<file path="src/sv/cst_pkg.sv">
`timescale 1ns / 1ps
// ----------------------------------------------------------------------------
// cst_pkg
// Shared types and constants for the token scanner.
// ----------------------------------------------------------------------------
package cst_pkg;

    typedef enum logic [4:0] {
        M_IDLE  = 5'd0,
        M_WORD  = 5'd1,
        M_INT   = 5'd2,
        M_DOT   = 5'd3,
        M_FRAC  = 5'd4,
        M_EXPM  = 5'd5,
        M_EXPS  = 5'd6,
        M_EXPD  = 5'd7,
        M_SLASH = 5'd8,
        M_LINEC = 5'd9,
        M_BLOCK = 5'd10,
        M_BSTAR = 5'd11,
        M_LIT   = 5'd12,
        M_LESC  = 5'd13,
        M_EQ    = 5'd14,
        M_PLUS  = 5'd15,
        M_MINUS = 5'd16,
        M_AMP   = 5'd17,
        M_BAR   = 5'd18,
        M_BANG  = 5'd19,
        M_LT    = 5'd20,
        M_GT    = 5'd21
    } scan_mode_t;

    localparam logic [5:0] K_ERROR  = 6'd0;
    localparam logic [5:0] K_END    = 6'd1;
    localparam logic [5:0] K_IDENT  = 6'd13;
    localparam logic [5:0] K_INT    = 6'd14;
    localparam logic [5:0] K_FLOAT  = 6'd15;
    localparam logic [5:0] K_CHAR   = 6'd16;
    localparam logic [5:0] K_STRING = 6'd17;
    localparam logic [5:0] K_ASSIGN = 6'd18;
    localparam logic [5:0] K_PLUS   = 6'd19;
    localparam logic [5:0] K_MINUS  = 6'd20;
    localparam logic [5:0] K_STAR   = 6'd21;
    localparam logic [5:0] K_SLASH  = 6'd22;
    localparam logic [5:0] K_PCT    = 6'd23;
    localparam logic [5:0] K_INC    = 6'd24;
    localparam logic [5:0] K_DEC    = 6'd25;
    localparam logic [5:0] K_AMP    = 6'd26;
    localparam logic [5:0] K_BAR    = 6'd27;
    localparam logic [5:0] K_CARET  = 6'd28;
    localparam logic [5:0] K_TILDE  = 6'd29;
    localparam logic [5:0] K_LAND   = 6'd30;
    localparam logic [5:0] K_LOR    = 6'd31;
    localparam logic [5:0] K_BANG   = 6'd32;
    localparam logic [5:0] K_EQEQ   = 6'd33;
    localparam logic [5:0] K_NE     = 6'd34;
    localparam logic [5:0] K_LT     = 6'd35;
    localparam logic [5:0] K_GT     = 6'd36;
    localparam logic [5:0] K_LE     = 6'd37;
    localparam logic [5:0] K_GE     = 6'd38;
    localparam logic [5:0] K_LPAR   = 6'd39;
    localparam logic [5:0] K_RPAR   = 6'd40;
    localparam logic [5:0] K_LBRACE = 6'd41;
    localparam logic [5:0] K_RBRACE = 6'd42;
    localparam logic [5:0] K_LBRACK = 6'd43;
    localparam logic [5:0] K_RBRACK = 6'd44;
    localparam logic [5:0] K_SEMI   = 6'd45;
    localparam logic [5:0] K_COMMA  = 6'd46;

    localparam logic [1:0] E_NONE    = 2'd0;
    localparam logic [1:0] E_INVALID = 2'd1;
    localparam logic [1:0] E_COMMENT = 2'd2;
    localparam logic [1:0] E_LITERAL = 2'd3;

    localparam int KW_COUNT = 11;
    localparam logic [5:0] KW_BASE = 6'd2;

    // Keyword spellings, right-aligned in 64 bits.
    localparam logic [63:0] KW_TEXT [KW_COUNT] = '{
        64'h0000_0000_0000_6966,
        64'h0000_0000_656C_7365,
        64'h0000_0077_6869_6C65,
        64'h0000_0000_0066_6F72,
        64'h0000_0000_0000_646F,
        64'h0000_7377_6974_6368,
        64'h0000_0000_6361_7365,
        64'h0064_6566_6175_6C74,
        64'h0000_0062_7265_616B,
        64'h636F_6E74_696E_7565,
        64'h0000_7265_7475_726E
    };

    localparam logic [7:0] CH_NL = 8'h0A;

    function automatic logic is_alpha(input logic [7:0] c);
        return (c >= 8'h61 && c <= 8'h7A) || (c >= 8'h41 && c <= 8'h5A) || c == 8'h5F;
    endfunction

    function automatic logic is_digit(input logic [7:0] c);
        return c >= 8'h30 && c <= 8'h39;
    endfunction

    function automatic logic is_space(input logic [7:0] c);
        return c == 8'h20 || (c >= 8'h09 && c <= 8'h0D);
    endfunction

    function automatic logic [5:0] single_kind(input logic [7:0] c);
        logic [5:0] k;
        unique case (c)
            8'h2A:   k = K_STAR;
            8'h25:   k = K_PCT;
            8'h5E:   k = K_CARET;
            8'h7E:   k = K_TILDE;
            8'h28:   k = K_LPAR;
            8'h29:   k = K_RPAR;
            8'h7B:   k = K_LBRACE;
            8'h7D:   k = K_RBRACE;
            8'h5B:   k = K_LBRACK;
            8'h5D:   k = K_RBRACK;
            8'h3B:   k = K_SEMI;
            8'h2C:   k = K_COMMA;
            default: k = K_ERROR;
        endcase
        return k;
    endfunction

    typedef struct packed {
        logic [5:0] kind;
        logic [1:0] err;
    } tok_code_t;

endpackage

</file>
<file path="src/sv/cst_keyword.sv">
`timescale 1ns / 1ps
// ----------------------------------------------------------------------------
// cst_keyword
// Matches a collected word prefix against the keyword table.
// ----------------------------------------------------------------------------
module cst_keyword
    import cst_pkg::*;
(
    input  logic [63:0] prefix,
    input  logic        too_long,
    output logic [5:0]  kind
);

    always_comb
    begin
        kind = K_IDENT;
        if (!too_long)
        begin
            for (int k = KW_COUNT - 1; k >= 0; k--)
            begin
                if (prefix == KW_TEXT[k])
                begin
                    kind = KW_BASE + 6'(k);
                end
            end
        end
    end

endmodule

</file>
<file path="src/sv/cst_core.sv">
`timescale 1ns / 1ps
// ----------------------------------------------------------------------------
// cst_core
// Scanner state and the single-step transition that yields up to two tokens.
// ----------------------------------------------------------------------------
module cst_core
    import cst_pkg::*;
#(
    parameter int OFFSET_BITS = 24,
    parameter int LINE_BITS   = 16,
    parameter int SPAN_BITS   = 16
)
(
    input  logic                   clk,
    input  logic                   rst_n,
    input  logic                   step,
    input  logic [7:0]             char_code,
    input  logic                   end_of_input,
    output logic [1:0]             count,
    output tok_code_t              code0,
    output logic [OFFSET_BITS-1:0] off0,
    output logic [LINE_BITS-1:0]   line0,
    output logic [LINE_BITS-1:0]   col0,
    output logic [SPAN_BITS-1:0]   span0,
    output tok_code_t              code1,
    output logic [OFFSET_BITS-1:0] off1,
    output logic [LINE_BITS-1:0]   line1,
    output logic [LINE_BITS-1:0]   col1,
    output logic [SPAN_BITS-1:0]   span1
);

    localparam logic [OFFSET_BITS-1:0] OFF_MAX  = '1;
    localparam logic [LINE_BITS-1:0]   LINE_MAX = '1;
    localparam logic [SPAN_BITS-1:0]   SPAN_MAX = '1;
    localparam logic [LINE_BITS-1:0]   LINE_ONE = LINE_BITS'(1);
    localparam logic [SPAN_BITS-1:0]   SPAN_ONE = SPAN_BITS'(1);

    scan_mode_t             mode_reg, mode_next;
    logic [OFFSET_BITS-1:0] tso_reg, tso_next;
    logic [LINE_BITS-1:0]   tsl_reg, tsl_next;
    logic [LINE_BITS-1:0]   tsc_reg, tsc_next;
    logic [SPAN_BITS-1:0]   span_reg, span_next;
    logic [OFFSET_BITS-1:0] pos_reg, pos_next;
    logic [LINE_BITS-1:0]   line_reg, line_next;
    logic [LINE_BITS-1:0]   col_reg, col_next;
    logic [63:0]            word_reg, word_next;
    logic                   sq_reg, sq_next;

    logic [5:0] kw_kind;
    logic [SPAN_BITS-1:0] span_inc;
    tok_code_t  flush_code;
    logic       flush_has;
    logic       ext_ok;
    logic       ext_put;
    tok_code_t  ext_code;
    scan_mode_t ext_mode;
    logic [63:0] ext_word;
    logic       ee;
    tok_code_t  st_code;
    logic       st_put;
    scan_mode_t st_mode;

    cst_keyword u_kw
    (
        .prefix   (word_reg),
        .too_long (span_reg > SPAN_BITS'(8)),
        .kind     (kw_kind)
    );

    assign span_inc = (span_reg == SPAN_MAX) ? span_reg : span_reg + SPAN_ONE;
    assign ee = (char_code == 8'h65) || (char_code == 8'h45);

    always_comb
    begin
        flush_has = 1'b1;
        flush_code = '{kind: K_ERROR, err: E_NONE};
        unique case (mode_reg)
            M_WORD:  flush_code.kind = kw_kind;
            M_INT:   flush_code.kind = K_INT;
            M_DOT:   flush_code.err = E_INVALID;
            M_FRAC, M_EXPM, M_EXPS, M_EXPD: flush_code.kind = K_FLOAT;
            M_SLASH: flush_code.kind = K_SLASH;
            M_BLOCK, M_BSTAR: flush_code.err = E_COMMENT;
            M_LIT, M_LESC: flush_code.err = E_LITERAL;
            M_EQ:    flush_code.kind = K_ASSIGN;
            M_PLUS:  flush_code.kind = K_PLUS;
            M_MINUS: flush_code.kind = K_MINUS;
            M_AMP:   flush_code.kind = K_AMP;
            M_BAR:   flush_code.kind = K_BAR;
            M_BANG:  flush_code.kind = K_BANG;
            M_LT:    flush_code.kind = K_LT;
            M_GT:    flush_code.kind = K_GT;
            default: flush_has = 1'b0;
        endcase
    end

    // Extension of the pending token by the current byte.
    always_comb
    begin
        ext_ok   = 1'b0;
        ext_put  = 1'b0;
        ext_code = '{kind: K_ERROR, err: E_NONE};
        ext_mode = mode_reg;
        ext_word = word_reg;
        unique case (mode_reg)
            M_WORD:
            begin
                ext_ok = is_alpha(char_code) || is_digit(char_code);
                if (span_reg < SPAN_BITS'(8))
                begin
                    ext_word = {word_reg[55:0], char_code};
                end
            end
            M_INT:
            begin
                ext_ok = 1'b1;
                if (is_digit(char_code))
                begin
                    ext_mode = M_INT;
                end
                else if (char_code == 8'h2E)
                begin
                    ext_mode = M_FRAC;
                end
                else if (ee)
                begin
                    ext_mode = M_EXPM;
                end
                else
                begin
                    ext_ok = 1'b0;
                end
            end
            M_DOT:
            begin
                ext_ok = is_digit(char_code);
                ext_mode = M_FRAC;
            end
            M_FRAC:
            begin
                ext_ok = is_digit(char_code) || ee;
                ext_mode = ee ? M_EXPM : M_FRAC;
            end
            M_EXPM:
            begin
                ext_ok = is_digit(char_code) || char_code == 8'h2B || char_code == 8'h2D;
                ext_mode = is_digit(char_code) ? M_EXPD : M_EXPS;
            end
            M_EXPS, M_EXPD:
            begin
                ext_ok = is_digit(char_code);
                ext_mode = M_EXPD;
            end
            M_SLASH:
            begin
                ext_ok = char_code == 8'h2F || char_code == 8'h2A;
                ext_mode = (char_code == 8'h2F) ? M_LINEC : M_BLOCK;
            end
            M_LINEC:
            begin
                ext_ok = 1'b1;
                if (char_code == CH_NL)
                begin
                    ext_mode = M_IDLE;
                end
            end
            M_BLOCK:
            begin
                ext_ok = 1'b1;
                if (char_code == 8'h2A)
                begin
                    ext_mode = M_BSTAR;
                end
            end
            M_BSTAR:
            begin
                ext_ok = 1'b1;
                if (char_code == 8'h2F)
                begin
                    ext_mode = M_IDLE;
                end
                else if (char_code != 8'h2A)
                begin
                    ext_mode = M_BLOCK;
                end
            end
            M_LIT:
            begin
                ext_ok = 1'b1;
                if (char_code == 8'h5C)
                begin
                    ext_mode = M_LESC;
                end
                else if (char_code == (sq_reg ? 8'h27 : 8'h22))
                begin
                    ext_put = 1'b1;
                    ext_code.kind = sq_reg ? K_CHAR : K_STRING;
                    ext_mode = M_IDLE;
                end
            end
            M_LESC:
            begin
                ext_ok = 1'b1;
                ext_mode = M_LIT;
            end
            M_EQ, M_BANG, M_LT, M_GT:
            begin
                ext_ok = char_code == 8'h3D;
                ext_put = 1'b1;
                ext_mode = M_IDLE;
                unique case (mode_reg)
                    M_EQ:    ext_code.kind = K_EQEQ;
                    M_BANG:  ext_code.kind = K_NE;
                    M_LT:    ext_code.kind = K_LE;
                    default: ext_code.kind = K_GE;
                endcase
            end
            M_PLUS, M_MINUS, M_AMP, M_BAR:
            begin
                ext_put = 1'b1;
                ext_mode = M_IDLE;
                unique case (mode_reg)
                    M_PLUS:
                    begin
                        ext_ok = char_code == 8'h2B;
                        ext_code.kind = K_INC;
                    end
                    M_MINUS:
                    begin
                        ext_ok = char_code == 8'h2D;
                        ext_code.kind = K_DEC;
                    end
                    M_AMP:
                    begin
                        ext_ok = char_code == 8'h26;
                        ext_code.kind = K_LAND;
                    end
                    default:
                    begin
                        ext_ok = char_code == 8'h7C;
                        ext_code.kind = K_LOR;
                    end
                endcase
            end
            default: ext_ok = 1'b0;
        endcase
    end

    // Start of a new token at the current byte.
    always_comb
    begin
        st_put = 1'b0;
        st_code = '{kind: K_ERROR, err: E_NONE};
        st_mode = M_IDLE;
        if (is_alpha(char_code))
        begin
            st_mode = M_WORD;
        end
        else if (is_digit(char_code))
        begin
            st_mode = M_INT;
        end
        else
        begin
            unique case (char_code)
                8'h2E: st_mode = M_DOT;
                8'h22, 8'h27: st_mode = M_LIT;
                8'h2F: st_mode = M_SLASH;
                8'h3D: st_mode = M_EQ;
                8'h2B: st_mode = M_PLUS;
                8'h2D: st_mode = M_MINUS;
                8'h26: st_mode = M_AMP;
                8'h7C: st_mode = M_BAR;
                8'h21: st_mode = M_BANG;
                8'h3C: st_mode = M_LT;
                8'h3E: st_mode = M_GT;
                default:
                begin
                    st_put = 1'b1;
                    st_code.kind = single_kind(char_code);
                    st_code.err = (single_kind(char_code) == K_ERROR) ? E_INVALID : E_NONE;
                end
            endcase
        end
    end

    always_comb
    begin
        mode_next = mode_reg;
        tso_next  = tso_reg;
        tsl_next  = tsl_reg;
        tsc_next  = tsc_reg;
        span_next = span_reg;
        pos_next  = pos_reg;
        line_next = line_reg;
        col_next  = col_reg;
        word_next = word_reg;
        sq_next   = sq_reg;
        count = 2'd0;
        code0 = flush_code;
        off0 = tso_reg;
        line0 = tsl_reg;
        col0 = tsc_reg;
        span0 = span_reg;
        code1 = '{kind: K_END, err: E_NONE};
        off1 = pos_reg;
        line1 = line_reg;
        col1 = col_reg;
        span1 = '0;
        if (end_of_input)
        begin
            mode_next = M_IDLE;
            tso_next = pos_reg;
            tsl_next = line_reg;
            tsc_next = col_reg;
            span_next = '0;
            if (flush_has)
            begin
                count = 2'd2;
            end
            else
            begin
                count = 2'd1;
                code0 = code1;
                off0 = off1;
                line0 = line1;
                col0 = col1;
                span0 = '0;
            end
        end
        else
        begin
            if (mode_reg != M_IDLE && ext_ok)
            begin
                mode_next = ext_mode;
                word_next = ext_word;
                if (mode_reg != M_LINEC)
                begin
                    span_next = span_inc;
                end
                code0 = ext_code;
                span0 = span_inc;
                count = {1'b0, ext_put};
            end
            else
            begin
                mode_next = M_IDLE;
                if (!is_space(char_code))
                begin
                    mode_next = st_mode;
                    tso_next = pos_reg;
                    tsl_next = line_reg;
                    tsc_next = col_reg;
                    span_next = SPAN_ONE;
                    if (is_alpha(char_code))
                    begin
                        word_next = {56'd0, char_code};
                    end
                    if (char_code == 8'h22)
                    begin
                        sq_next = 1'b0;
                    end
                    else if (char_code == 8'h27)
                    begin
                        sq_next = 1'b1;
                    end
                end
                code1 = st_code;
                off1 = pos_reg;
                line1 = line_reg;
                col1 = col_reg;
                span1 = SPAN_ONE;
                if (flush_has && st_put && !is_space(char_code))
                begin
                    count = 2'd2;
                end
                else if (flush_has)
                begin
                    count = 2'd1;
                end
                else if (st_put && !is_space(char_code))
                begin
                    count = 2'd1;
                    code0 = st_code;
                    off0 = pos_reg;
                    line0 = line_reg;
                    col0 = col_reg;
                    span0 = SPAN_ONE;
                end
            end
            pos_next = (pos_reg == OFF_MAX) ? pos_reg : pos_reg + OFFSET_BITS'(1);
            if (char_code == CH_NL)
            begin
                line_next = (line_reg == LINE_MAX) ? line_reg : line_reg + LINE_ONE;
                col_next = LINE_ONE;
            end
            else
            begin
                col_next = (col_reg == LINE_MAX) ? col_reg : col_reg + LINE_ONE;
            end
        end
    end

    always_ff @(posedge clk or negedge rst_n)
    begin
        if (!rst_n)
        begin
            mode_reg <= M_IDLE;
            tso_reg  <= '0;
            tsl_reg  <= LINE_ONE;
            tsc_reg  <= LINE_ONE;
            span_reg <= '0;
            pos_reg  <= '0;
            line_reg <= LINE_ONE;
            col_reg  <= LINE_ONE;
            word_reg <= '0;
            sq_reg   <= 1'b0;
        end
        else if (step)
        begin
            mode_reg <= mode_next;
            tso_reg  <= tso_next;
            tsl_reg  <= tsl_next;
            tsc_reg  <= tsc_next;
            span_reg <= span_next;
            pos_reg  <= pos_next;
            line_reg <= line_next;
            col_reg  <= col_next;
            word_reg <= word_next;
            sq_reg   <= sq_next;
        end
    end

endmodule

</file>
<file path="src/sv/c_subset_token_scanner.sv">
`timescale 1ns / 1ps
// ----------------------------------------------------------------------------
// c_subset_token_scanner
// Streaming lexer for a C subset: one source byte in, up to two tokens out.
//
//   Channel | Direction | Payload
//   in      | input     | char_code, end_of_input
//   out     | output    | token fields, error_code, last_of_run
//
// One byte is accepted per cycle when the output side keeps up.
// The scanner state advances when a byte is accepted; the tokens it gives are
// held in a two-entry result buffer and leave one per cycle while out_ready is high.
// A byte that gives two tokens occupies the output until both have left.
// in_ready is high whenever the buffer is empty or drains this cycle.
// Reset puts the scanner between tokens at line 1, column 1.
// ----------------------------------------------------------------------------
module c_subset_token_scanner
    import cst_pkg::*;
#(
    parameter int OFFSET_BITS = 24,
    parameter int LINE_BITS   = 16,
    parameter int SPAN_BITS   = 16
)
(
    input  logic                   clk,
    input  logic                   rst_n,
    input  logic                   in_valid,
    output logic                   in_ready,
    input  logic [7:0]             char_code,
    input  logic                   end_of_input,
    output logic                   out_valid,
    input  logic                   out_ready,
    output logic [5:0]             token_kind,
    output logic [OFFSET_BITS-1:0] start_offset,
    output logic [LINE_BITS-1:0]   start_line,
    output logic [LINE_BITS-1:0]   start_column,
    output logic [SPAN_BITS-1:0]   span_length,
    output logic [1:0]             error_code,
    output logic                   last_of_run
);

    localparam int REC_BITS = 8 + OFFSET_BITS + 2 * LINE_BITS + SPAN_BITS;

    logic [1:0] count;
    tok_code_t code0, code1;
    logic [OFFSET_BITS-1:0] off0, off1;
    logic [LINE_BITS-1:0] line0, line1, col0, col1;
    logic [SPAN_BITS-1:0] span0, span1;
    logic step;

    logic [REC_BITS-1:0] head_reg, head_next, tail_reg, tail_next;
    logic [1:0] fill_reg, fill_next;

    assign in_ready = (fill_reg == 2'd0) || (fill_reg == 2'd1 && out_ready);
    assign step = in_valid && in_ready;

    cst_core #(
        .OFFSET_BITS (OFFSET_BITS),
        .LINE_BITS   (LINE_BITS),
        .SPAN_BITS   (SPAN_BITS)
    ) u_core
    (
        .clk          (clk),
        .rst_n        (rst_n),
        .step         (step),
        .char_code    (char_code),
        .end_of_input (end_of_input),
        .count        (count),
        .code0        (code0),
        .off0         (off0),
        .line0        (line0),
        .col0         (col0),
        .span0        (span0),
        .code1        (code1),
        .off1         (off1),
        .line1        (line1),
        .col1         (col1),
        .span1        (span1)
    );

    always_comb
    begin
        head_next = head_reg;
        tail_next = tail_reg;
        fill_next = fill_reg;
        if (out_valid && out_ready)
        begin
            head_next = tail_reg;
            fill_next = fill_reg - 2'd1;
        end
        if (step && count != 2'd0)
        begin
            head_next = {code0, off0, line0, col0, span0};
            tail_next = {code1, off1, line1, col1, span1};
            fill_next = count;
        end
    end

    always_ff @(posedge clk or negedge rst_n)
    begin
        if (!rst_n)
        begin
            fill_reg <= 2'd0;
        end
        else
        begin
            fill_reg <= fill_next;
        end
    end

    always_ff @(posedge clk)
    begin
        head_reg <= head_next;
        tail_reg <= tail_next;
    end

    assign out_valid = fill_reg != 2'd0;
    assign {token_kind, error_code, start_offset, start_line, start_column, span_length}
        = head_reg;
    assign last_of_run = fill_reg == 2'd1;

endmodule

</file>
<file path="config.mk">
export PLATFORM = sky130hd
export DESIGN_NAME = c_subset_token_scanner
export DESIGN_NICKNAME = d
export VERILOG_FILES = /design/src/sv/cst_pkg.sv /design/src/sv/cst_keyword.sv /design/src/sv/cst_core.sv /design/src/sv/c_subset_token_scanner.sv
export SDC_FILE = /design/constraint.sdc
export NUM_CORES = 1
export LEC_CHECK = 0
export ABC_AREA = 1
export BUFFER_PORTS_ARGS = -buffer_cell sky130_fd_sc_hd__buf_2
export CORE_ASPECT_RATIO = 1.75
export CORE_MARGIN = 1.5
export CORE_UTILIZATION = 34
export DETAILED_ROUTE_END_ITERATION = 12
export GPL_TIMING_DRIVEN = 1
export PLACE_DENSITY = 0.51
export SYNTH_ARGS = -nofsm -noshare
export SYNTH_HDL_FRONTEND = slang
export SYNTH_HIERARCHICAL = 1
export SYNTH_SLANG_ARGS = --single-unit
</file>
<file path="constraint.sdc">
create_clock -name clk -period 7.45 [get_ports clk]
set_input_delay 1.49 -clock clk [delete_from_list [all_inputs] [get_ports clk]]
set_output_delay 1.49 -clock clk [all_outputs]
set_load 0.03 [all_outputs]
</file>
==> flow_summary.ini, run 1 <==
[power]
switching_share = 0.419
switchingPower_mw = 3.50
peakVddDrop_mv = 0.244
p_clk_frac = 0.245
pwr-share-comb = 0.369
p_per_area_mw_per_mm2 = 381
power.share.sequential = 0.386
total_power_mw = 8.35
internal_power_mw = 4.86
p_leak_nw = 10.2

[grt]
grt_pass1_vias = 16600
grt_antenna_before_repair = 1
grt_usage = 0.202
grt_max_degree = 120
grt_pass1_wl_um = 92300
gr-total-overflow = 0

[synthesis]
async_flop_share = 0.556
ys_warn_count = 6
synth.top_cells.by_area = dfrtp_1 25%, edfxtp_1 25%, nand2_1 18%
synthDominantCellAreaShare = 0.251
netlist-cell-type-count = 45
synth_edf_count = 160
synth_ff_type = dfrtp_1
synth_seq_area_share = 0.502
syn_area_mm2 = 0.0195
synthCells = 2550
syn_area_per_cell_um2 = 7.66
yosysTopAreaCell = dfrtp_1
synth_seq_cells = 360

[floorplanning]
dieHeight_um = 320
start_util = 0.343
die_w_um = 184
core.rowCount = 116
die_area_mm2 = 0.0590
core_mm2 = 0.0570
io_pins = 96

[finish]
drive_above_1_share = 0.0912
n_antenna_cell = 0
final_area_mm2 = 0.0219
areaGrowthSynthToFinish_pct = 12.1
finalNonFillerCells = 3398
fin_nets = 2621

[detailed_routing]
drt-initial-drc-count = 1115
wl_per_cell_um = 17.3
drc = 0
dr.pass1.iters = 7
postRouteAntennaNets = 0
post_drt_via_cell_ratio = 4.87
wl_um = 58700
vias = 16500

[sta]
tightest_slew_ns = 0.939
relSlewSlack = 0.372
hold_viol_final = 0
rsz0062_at_grt = false
setup_tns_ns = 0
slew_viol_final = 0
setup_slack_ns = 2.13
setup-violations-final = 0
fin_crit_sh = 0.714
max_freq_mhz = 188
finalClockSkew_ns = 0.0164
period_needed_ns = 5.32

[critical_path]
r2r-start = u_core/mode_reg[1]
worst_setup_path_start_kind = input port
crit_type = in -> reg
path_max_fanout = 68
crit_required_ns = 7.65
end_kind = flop
startpoint = char_code[6]
crit_arrival_ns = 5.52

[hold_path]
min_from = u_core/pos_reg[23]
min_path_type = reg -> reg

[status]
status = complete, no violations

[run]
drv_cap = 0

[clock_network]
clkSinkCount = 360
cts_tree = built
ctsHoldBuffers = 0
cts_root_buffer = clkbuf_16
numCtsBuffers = 38
path_clk_slew_ns = 0.06
cts_buffer_depth = 3
clkLatencyLatePin_ns = 0.55
cts_max_level = 2
cts_setup_buffers = 0
cts-resized-gates = 0

[placement]
postPlaceCellArea_mm2 = 0.0206
place_ws_ns = 1.54
dpl.hpwl_um = 41300
gp_congestion = 0.860
io_buffer_count = 95
place_inst = 3328
## metal layers
layer  track usage  routed length, um
met1         0.228              22900
met2         0.376              31000
met3        0.0277               2500
met4        0.0827               2230
met5             0                  7
## synth_stat cells (31+ instances only)
master    count
a21oi_1      31
buf_2        42
clkbuf_1     34
dfrtp_1     196
edfxtp_1    160
inv_1       262
nand2_1     915
nand3_1     124
nand4_1     101
nor2_1      289
nor3_1       37
o21ai_0      47
o21ai_1      99
xor2_1       47
## area by class of cell
cell class                 count  area (um2)
fill                        5968       35100
sequential                   360        9810
multi-input combinational   1804        8090
inverter                     286        1080
clock buffer                  48        1070
tap                          767         960
timing repair buffer         111         642
clock inverter                22         255
## worst paths after layout
kind	slack, ns	cells after the start	endpoint
max in group asynchronous	5.15	2	u_core/tsl_reg[3]
worst min register to register	0.47	0	tail_reg[71]
worst min-delay path	0.47	0	tail_reg[71]
worst max-delay path	2.13	17	tail_reg[32]
min in group asynchronous	0.93	1	u_core/word_reg[14]
worst max register to register	2.80	17	tail_reg[32]
## layout by cell type, fill, tap and decap left out, types with 21 or more instances in the layout
master,instances
inv_1,262
a21oi_1,31
nand4_1,101
inv_2,21
nor2_1,289
xor2_1,47
dfrtp_1,196
clkbuf_16,41
nor3_1,37
o21ai_0,47
o21ai_1,99
nand2_1,912
edfxtp_1,160
buf_2,94
nand3_1,124
## metrics by stage
stage	utilization	hold WS (ns)
2_1_floorplan	-	0.423
3_5_place_dp	0.361	0.461
5_1_grt	0.384	0.486
6_report	0.384	0.472
3_3_place_gp	0.361	0.460
4_1_cts	0.384	0.478
## power by group through the flow
stage / Combinational [mW] / Sequential, mW / Clock [mW]
CTS: 3.13 / 3.23 / 2.11
global placement: 3.09 / 3.27 / 0
global route: 3.45 / 3.29 / 2.17
detailed placement: 3.13 / 3.25 / 0
floorplan: 1.84 / 3.61 / 0
finish: 3.08 / 3.22 / 2.05
## worst max-delay path: stages
cell,delay (ns)
buf_2,0.12
nor2_1,0.43
nand2_1,0.12
nand2_2,0.23
inv_2,0.10
nand2_1,0.11
nand3_1,0.13
nor2_4,0.17
nand2_4,0.18
nand2_1,0.45
o21ai_0,0.16
nor2_1,0.19
inv_1,0.06
nand2_1,0.11
nand3_4,0.36
inv_6,0.58
buf_4,0.46
## logic make-up after synthesis
group | synth area share
and+or+nand+nor | 0.330
AOI/OAI and AO/OA | 0.0533
buffers and inverters | 0.0884
DFF | 0.502
adders and majority gates | 0.00448
other | 0.000384
xor gates and xnor gates | 0.0211
muxes | 0.000512
(Power assumes the default switching activity.)
==> run 2, diff against run 1 <==
- PLACE_DENSITY: 0.51 -> 0.53
- clock period: 7.45 -> 4.77 ns (I/O delays scaled with it)
==> run 2 against run 1 <==
Effect of this change:
- combinational power grew 65%
- die area is the same
- non-clock buffer count grew 25
- flip-flop and latch count is the same
==> flow_summary.ini, run 2 (synthesis results as in run 1) <==
[status]
status = complete, no violations

[finish]
multi_input_area_mm2 = 0.00809
finalNonFillerCells = 3425
fin_nets = 2647
final_cell_mix = 912 x nand2_1, 289 x nor2_1, 262 x inv_1
seq_area_mm2 = 0.00981
mostFrequentLayoutCell = nand2_1
areaGrowthSynthToFinish_pct = 13.3
n_antenna_cell = 0
drive_above_1_share = 0.102
nFillCells = 5985

[sta]
period_needed_ns = 3.79
max_freq_mhz = 264
finalClockSkew_ns = 0.0344
fin_crit_sh = 0.794
setup-violations-final = 0
relSlewSlack = 0.430
setup_tns_ns = 0
slew_viol_final = 0
rsz0062_at_grt = false
tightest_slew_ns = 0.852
hold_viol_final = 0
setup_slack_ns = 0.984
holdWs_ns = 0.424

[grt]
grt_pass1_wl_um = 95500
grt_pass1_vias = 16900
grt_usage = 0.212
gr-total-overflow = 0
grt_max_degree = 95
grt_antenna_before_repair = 2

[floorplanning]
core.rowCount = 116
io_pins = 96
start_util = 0.343
die_area_mm2 = 0.0590
dieHeight_um = 320
die_w_um = 184
core_mm2 = 0.0570

[critical_path]
end_kind = flop
crit_type = reg -> reg
r2r-end = tail_reg[10]
r2r-start = u_core/mode_reg[4]
worstRegToRegCells = 18
path_max_fanout = 42
worst_setup_path_start_kind = flop
crit_arrival_ns = 4.06
crit_required_ns = 5.04
r2r_setup_slack_ns = 0.98

[clock_network]
numCtsBuffers = 39
cts_setup_buffers = 0
cts-resized-gates = 0
cts_buffer_depth = 3
ctsHoldBuffers = 0
cts_tree = built
cts_max_level = 2
clkSinkCount = 360
clkLatencyLatePin_ns = 0.57
path_clk_slew_ns = 0.06
cts_root_buffer = clkbuf_16

[placement]
dpl.hpwl_um = 44300
gp_congestion = 0.966
place_inst = 3353
io_buffer_count = 95
place_ws_ns = 0.408

[detailed_routing]
postRouteAntennaNets = 0
wl_per_cell_um = 17.9
vias = 16800
post_drt_via_cell_ratio = 4.89
dr.pass1.iters = 7
wl_um = 61400
drt-initial-drc-count = 937
drc = 0

[power]
peakVddDrop_mv = 0.404
total_power_mw = 13.1
p_leak_nw = 10.3
p_per_area_mw_per_mm2 = 594

[hold_path]
min_path_type = in -> async

[run]
drv_cap = 0
run 2: cell types whose count changed in the layout (fill, tap and decap cells not counted), sizes merged:
cell,previous run,this run
clkinv,17,15
inv,285,286
clkinvlp,0,3
bufinv,6,2
buf,110,135
clkbuf,49,53
run 2: routing by layer:
layer / vias to the layer above / track usage / share of wire
li1: 8274 / - / -
met1: 7968 / 0.222 / 0.37
met2: 359 / 0.397 / 0.53
met3: 147 / 0.0322 / 0.040
met4: 4 / 0.117 / 0.058
met5: - / 0 / 0.00051
run 2: worst max-delay path: stages (launching register included):
cell and delay (ns):
dfrtp_1 0.55, inv_2 0.19, nand3_1 0.21, nor2_1 0.14, nor2_1 0.37, nand2_1 0.10
nor2_1 0.17, nand3_1 0.15, nor2_4 0.17, nand2_4 0.12, nand2_1 0.10, o21ai_0 0.10
nor2_1 0.17, inv_1 0.06, nand2_1 0.10, nand3_4 0.14, inv_6 0.22, buf_12 0.25
buf_4 0.17
run 2: worst max-delay path by stage:
stage	endpoint	depth (start not counted)	from
after floorplan	head_reg[0]	18	char_code[3]
after global placement	tail_reg[23]	19	char_code[0]
after detailed placement	tail_reg[18]	19	char_code[0]
after CTS	tail_reg[11]	19	char_code[0]
after global routing	head_reg[75]	17	u_core/mode_reg[4]
final	tail_reg[10]	18	u_core/mode_reg[4]
run 2: cell type report:
type | count | share of cell area
multi-input cells | 1804 | 0.366
well taps | 767 | 0.0434
inverters | 286 | 0.0487
flip-flops and latches | 360 | 0.443
clock buffers | 52 | 0.0482
repair buffers | 136 | 0.0414
clock inverters | 20 | 0.00938
run 2: stage by stage:
| step | util | instance area (um2) |
|---|---|---|
| final | 0.388 | 22100 |
| after global routing | 0.388 | 22100 |
| after CTS | 0.388 | 22100 |
| after detailed placement | 0.366 | 20900 |
| after global placement | 0.366 | 20900 |
| after floorplan | - | 19600 |
run 2: power breakdown:
group	internal, mW	switching (mW)	total, mW
combinational	1.32	3.76	5.07
clock	1.71	1.35	3.07
sequential	4.49	0.516	5.00
total	7.51	5.63	13.1
==> run 3, diff against run 2 <==
- PLACE_DENSITY: 0.53 -> 0.51
- clock period: 4.77 -> 3.94 ns (I/O delays scaled with it)
==> run 3 against run 2 <==
Effect of this change:
- clock power up 18%
- final cell count is 0.76% higher
- cell area rose by 1.3%
- die area stayed put
- routed wire length down 2.8%
- register-to-register slack worse by 0.46 ns
- worst setup slack got worse by 0.46 ns
- via count rose by 0.13%
- flip-flop and latch count stayed put
- critical path type unchanged
==> flow_summary.ini, run 3 (synthesis results as in run 1) <==
[status]
status = complete, no violations

[sta]
holdWs_ns = 0.185
setup-violations-final = 0
rsz0062_at_grt = false
fin_crit_sh = 0.866
slew_viol_final = 0
setup_tns_ns = 0
max_freq_mhz = 293
setup_slack_ns = 0.528
tightest_slew_ns = 0.814
relSlewSlack = 0.457
hold_viol_final = 0
finalClockSkew_ns = 0.0240
period_needed_ns = 3.41

[grt]
grt_max_degree = 86
grt_antenna_before_repair = 1
grt_pass1_wl_um = 94300
gr-total-overflow = 0
grt_pass1_vias = 16900
grt_usage = 0.207

[clock_network]
cts_tree = built
cts_buffer_depth = 3
ctsHoldBuffers = 0
cts_root_buffer = clkbuf_16
numCtsBuffers = 39
cts_setup_buffers = 0
cts_max_level = 2
cts-resized-gates = 0
clkSinkCount = 360
clkLatencyLatePin_ns = 0.58
path_clk_slew_ns = 0.06

[placement]
place_inst = 3380
io_buffer_count = 95
place_ws_ns = 0.139
gp_congestion = 0.944
dpl.hpwl_um = 43400
postPlaceCellArea_mm2 = 0.0212

[finish]
n_antenna_cell = 0
finalNonFillerCells = 3451
drive_above_1_share = 0.111
fin_nets = 2674
final_area_mm2 = 0.0224
areaGrowthSynthToFinish_pct = 14.7
mostFrequentLayoutCell = nand2_1
final_cell_mix = 912 x nand2_1, 289 x nor2_1, 262 x inv_1

[detailed_routing]
wl_per_cell_um = 17.3
vias = 16800
drc = 0
post_drt_via_cell_ratio = 4.86
wl_um = 59700
drt-initial-drc-count = 1107
postRouteAntennaNets = 0
dr.pass1.iters = 6

[critical_path]
crit_required_ns = 4.27
crit_slowest_cell = dfrtp_1
crit_arrival_ns = 3.74
crit_type = reg -> reg
worst_setup_path_start_kind = flop
crit_buf_inv = 5
slowest_delay_ns = 0.50
critical_path.top_delay_family = simple AND/OR/NAND/NOR gates
cpMostUsedCell = nor2_1
end_kind = flop
crit_chain = nor2_1, inv_2, nor2_1, nand2_1, inv_1, nor2_1, inv_1, nor2_1, nand2_2, inv_2, nand3_2, nor2_1, nor2_1, buf_4, nand2_1, nand3_1, nand2_1, nand2_1
path_max_fanout = 12

[hold_path]
min_path_type = in -> async

[floorplanning]
io_pins = 96
start_util = 0.343
core_mm2 = 0.0570
core.rowCount = 116
die_area_mm2 = 0.0590
die_w_um = 184
dieHeight_um = 320

[power]
p_leak_nw = 10.5
p_per_area_mw_per_mm2 = 718
peakVddDrop_mv = 0.448

[run]
drv_cap = 0
[run 3: changes by cell type in the layout (fill, tap and decap cells not counted), moves of 2 or more]
cell and change:
buf_4 +19, clkbuf_8 +5, buf_12 +8, clkinvlp_4 -2
clkinv_8 +2, clkbuf_1 -2
[run 3: where the power goes]
group	leakage, nW	internal (mW)	total (mW)	switching, mW
clock network	0.619	2.04	3.62	1.58
logic	5.82	1.87	6.46	4.59
registers	4.04	5.43	6.02	0.593
[run 3: final timing paths]
kind | start | end | slack (ns) | cells past startpoint
max in group asynchronous | rst_n | u_core/tsl_reg[0] | 2.92 | 2
hold reg to reg | u_core/word_reg[59] | u_core/word_reg[59] | 0.48 | 2
setup reg to reg | u_core/mode_reg[1] | head_reg[60] | 0.53 | 18
setup / recovery | u_core/mode_reg[1] | head_reg[60] | 0.53 | 18
hold / removal | rst_n | u_core/word_reg[7] | 0.18 | 1
min in group clk | u_core/word_reg[59] | u_core/word_reg[59] | 0.48 | 2
[run 3: worst register-to-register path, stage by stage, from the launching register on]
cell     delay (ns)
dfrtp_1        0.50
nor2_1         0.15
inv_2          0.07
nor2_1         0.05
nand2_1        0.24
inv_1          0.15
nor2_1         0.24
inv_1          0.07
nor2_1         0.18
nand2_2        0.11
inv_2          0.13
nand3_2        0.17
nor2_1         0.42
nor2_1         0.08
buf_4          0.20
nand2_1        0.07
nand3_1        0.16
nand2_1        0.12
nand2_1        0.05
[run 3: cell type report]
type,instances,area (um2)
Clock buffer,54,1100
Clock inverter,17,146
Fill cell,5977,34600
Inverter,286,1080
Multi-Input combinational cell,1804,8090
Sequential cell,360,9810
Tap cell,767,960
Timing Repair Buffer,163,1220
[run 3: per-stage QoR]
stage	util	power (mW)
final	0.393	16.1
after global routing	0.393	17.2
after CTS	0.393	16.4
after detailed placement	0.371	12.6
after global placement	0.371	12.6
after floorplan	-	10.3
[run 3: per-layer routing]
metal  track usage  wire length, um  up-vias
li1              -                -     8323
met1         0.226            22900     7975
met2         0.386            31900      349
met3        0.0333             2300      124
met4        0.0916             2540        2
met5             0               13        -
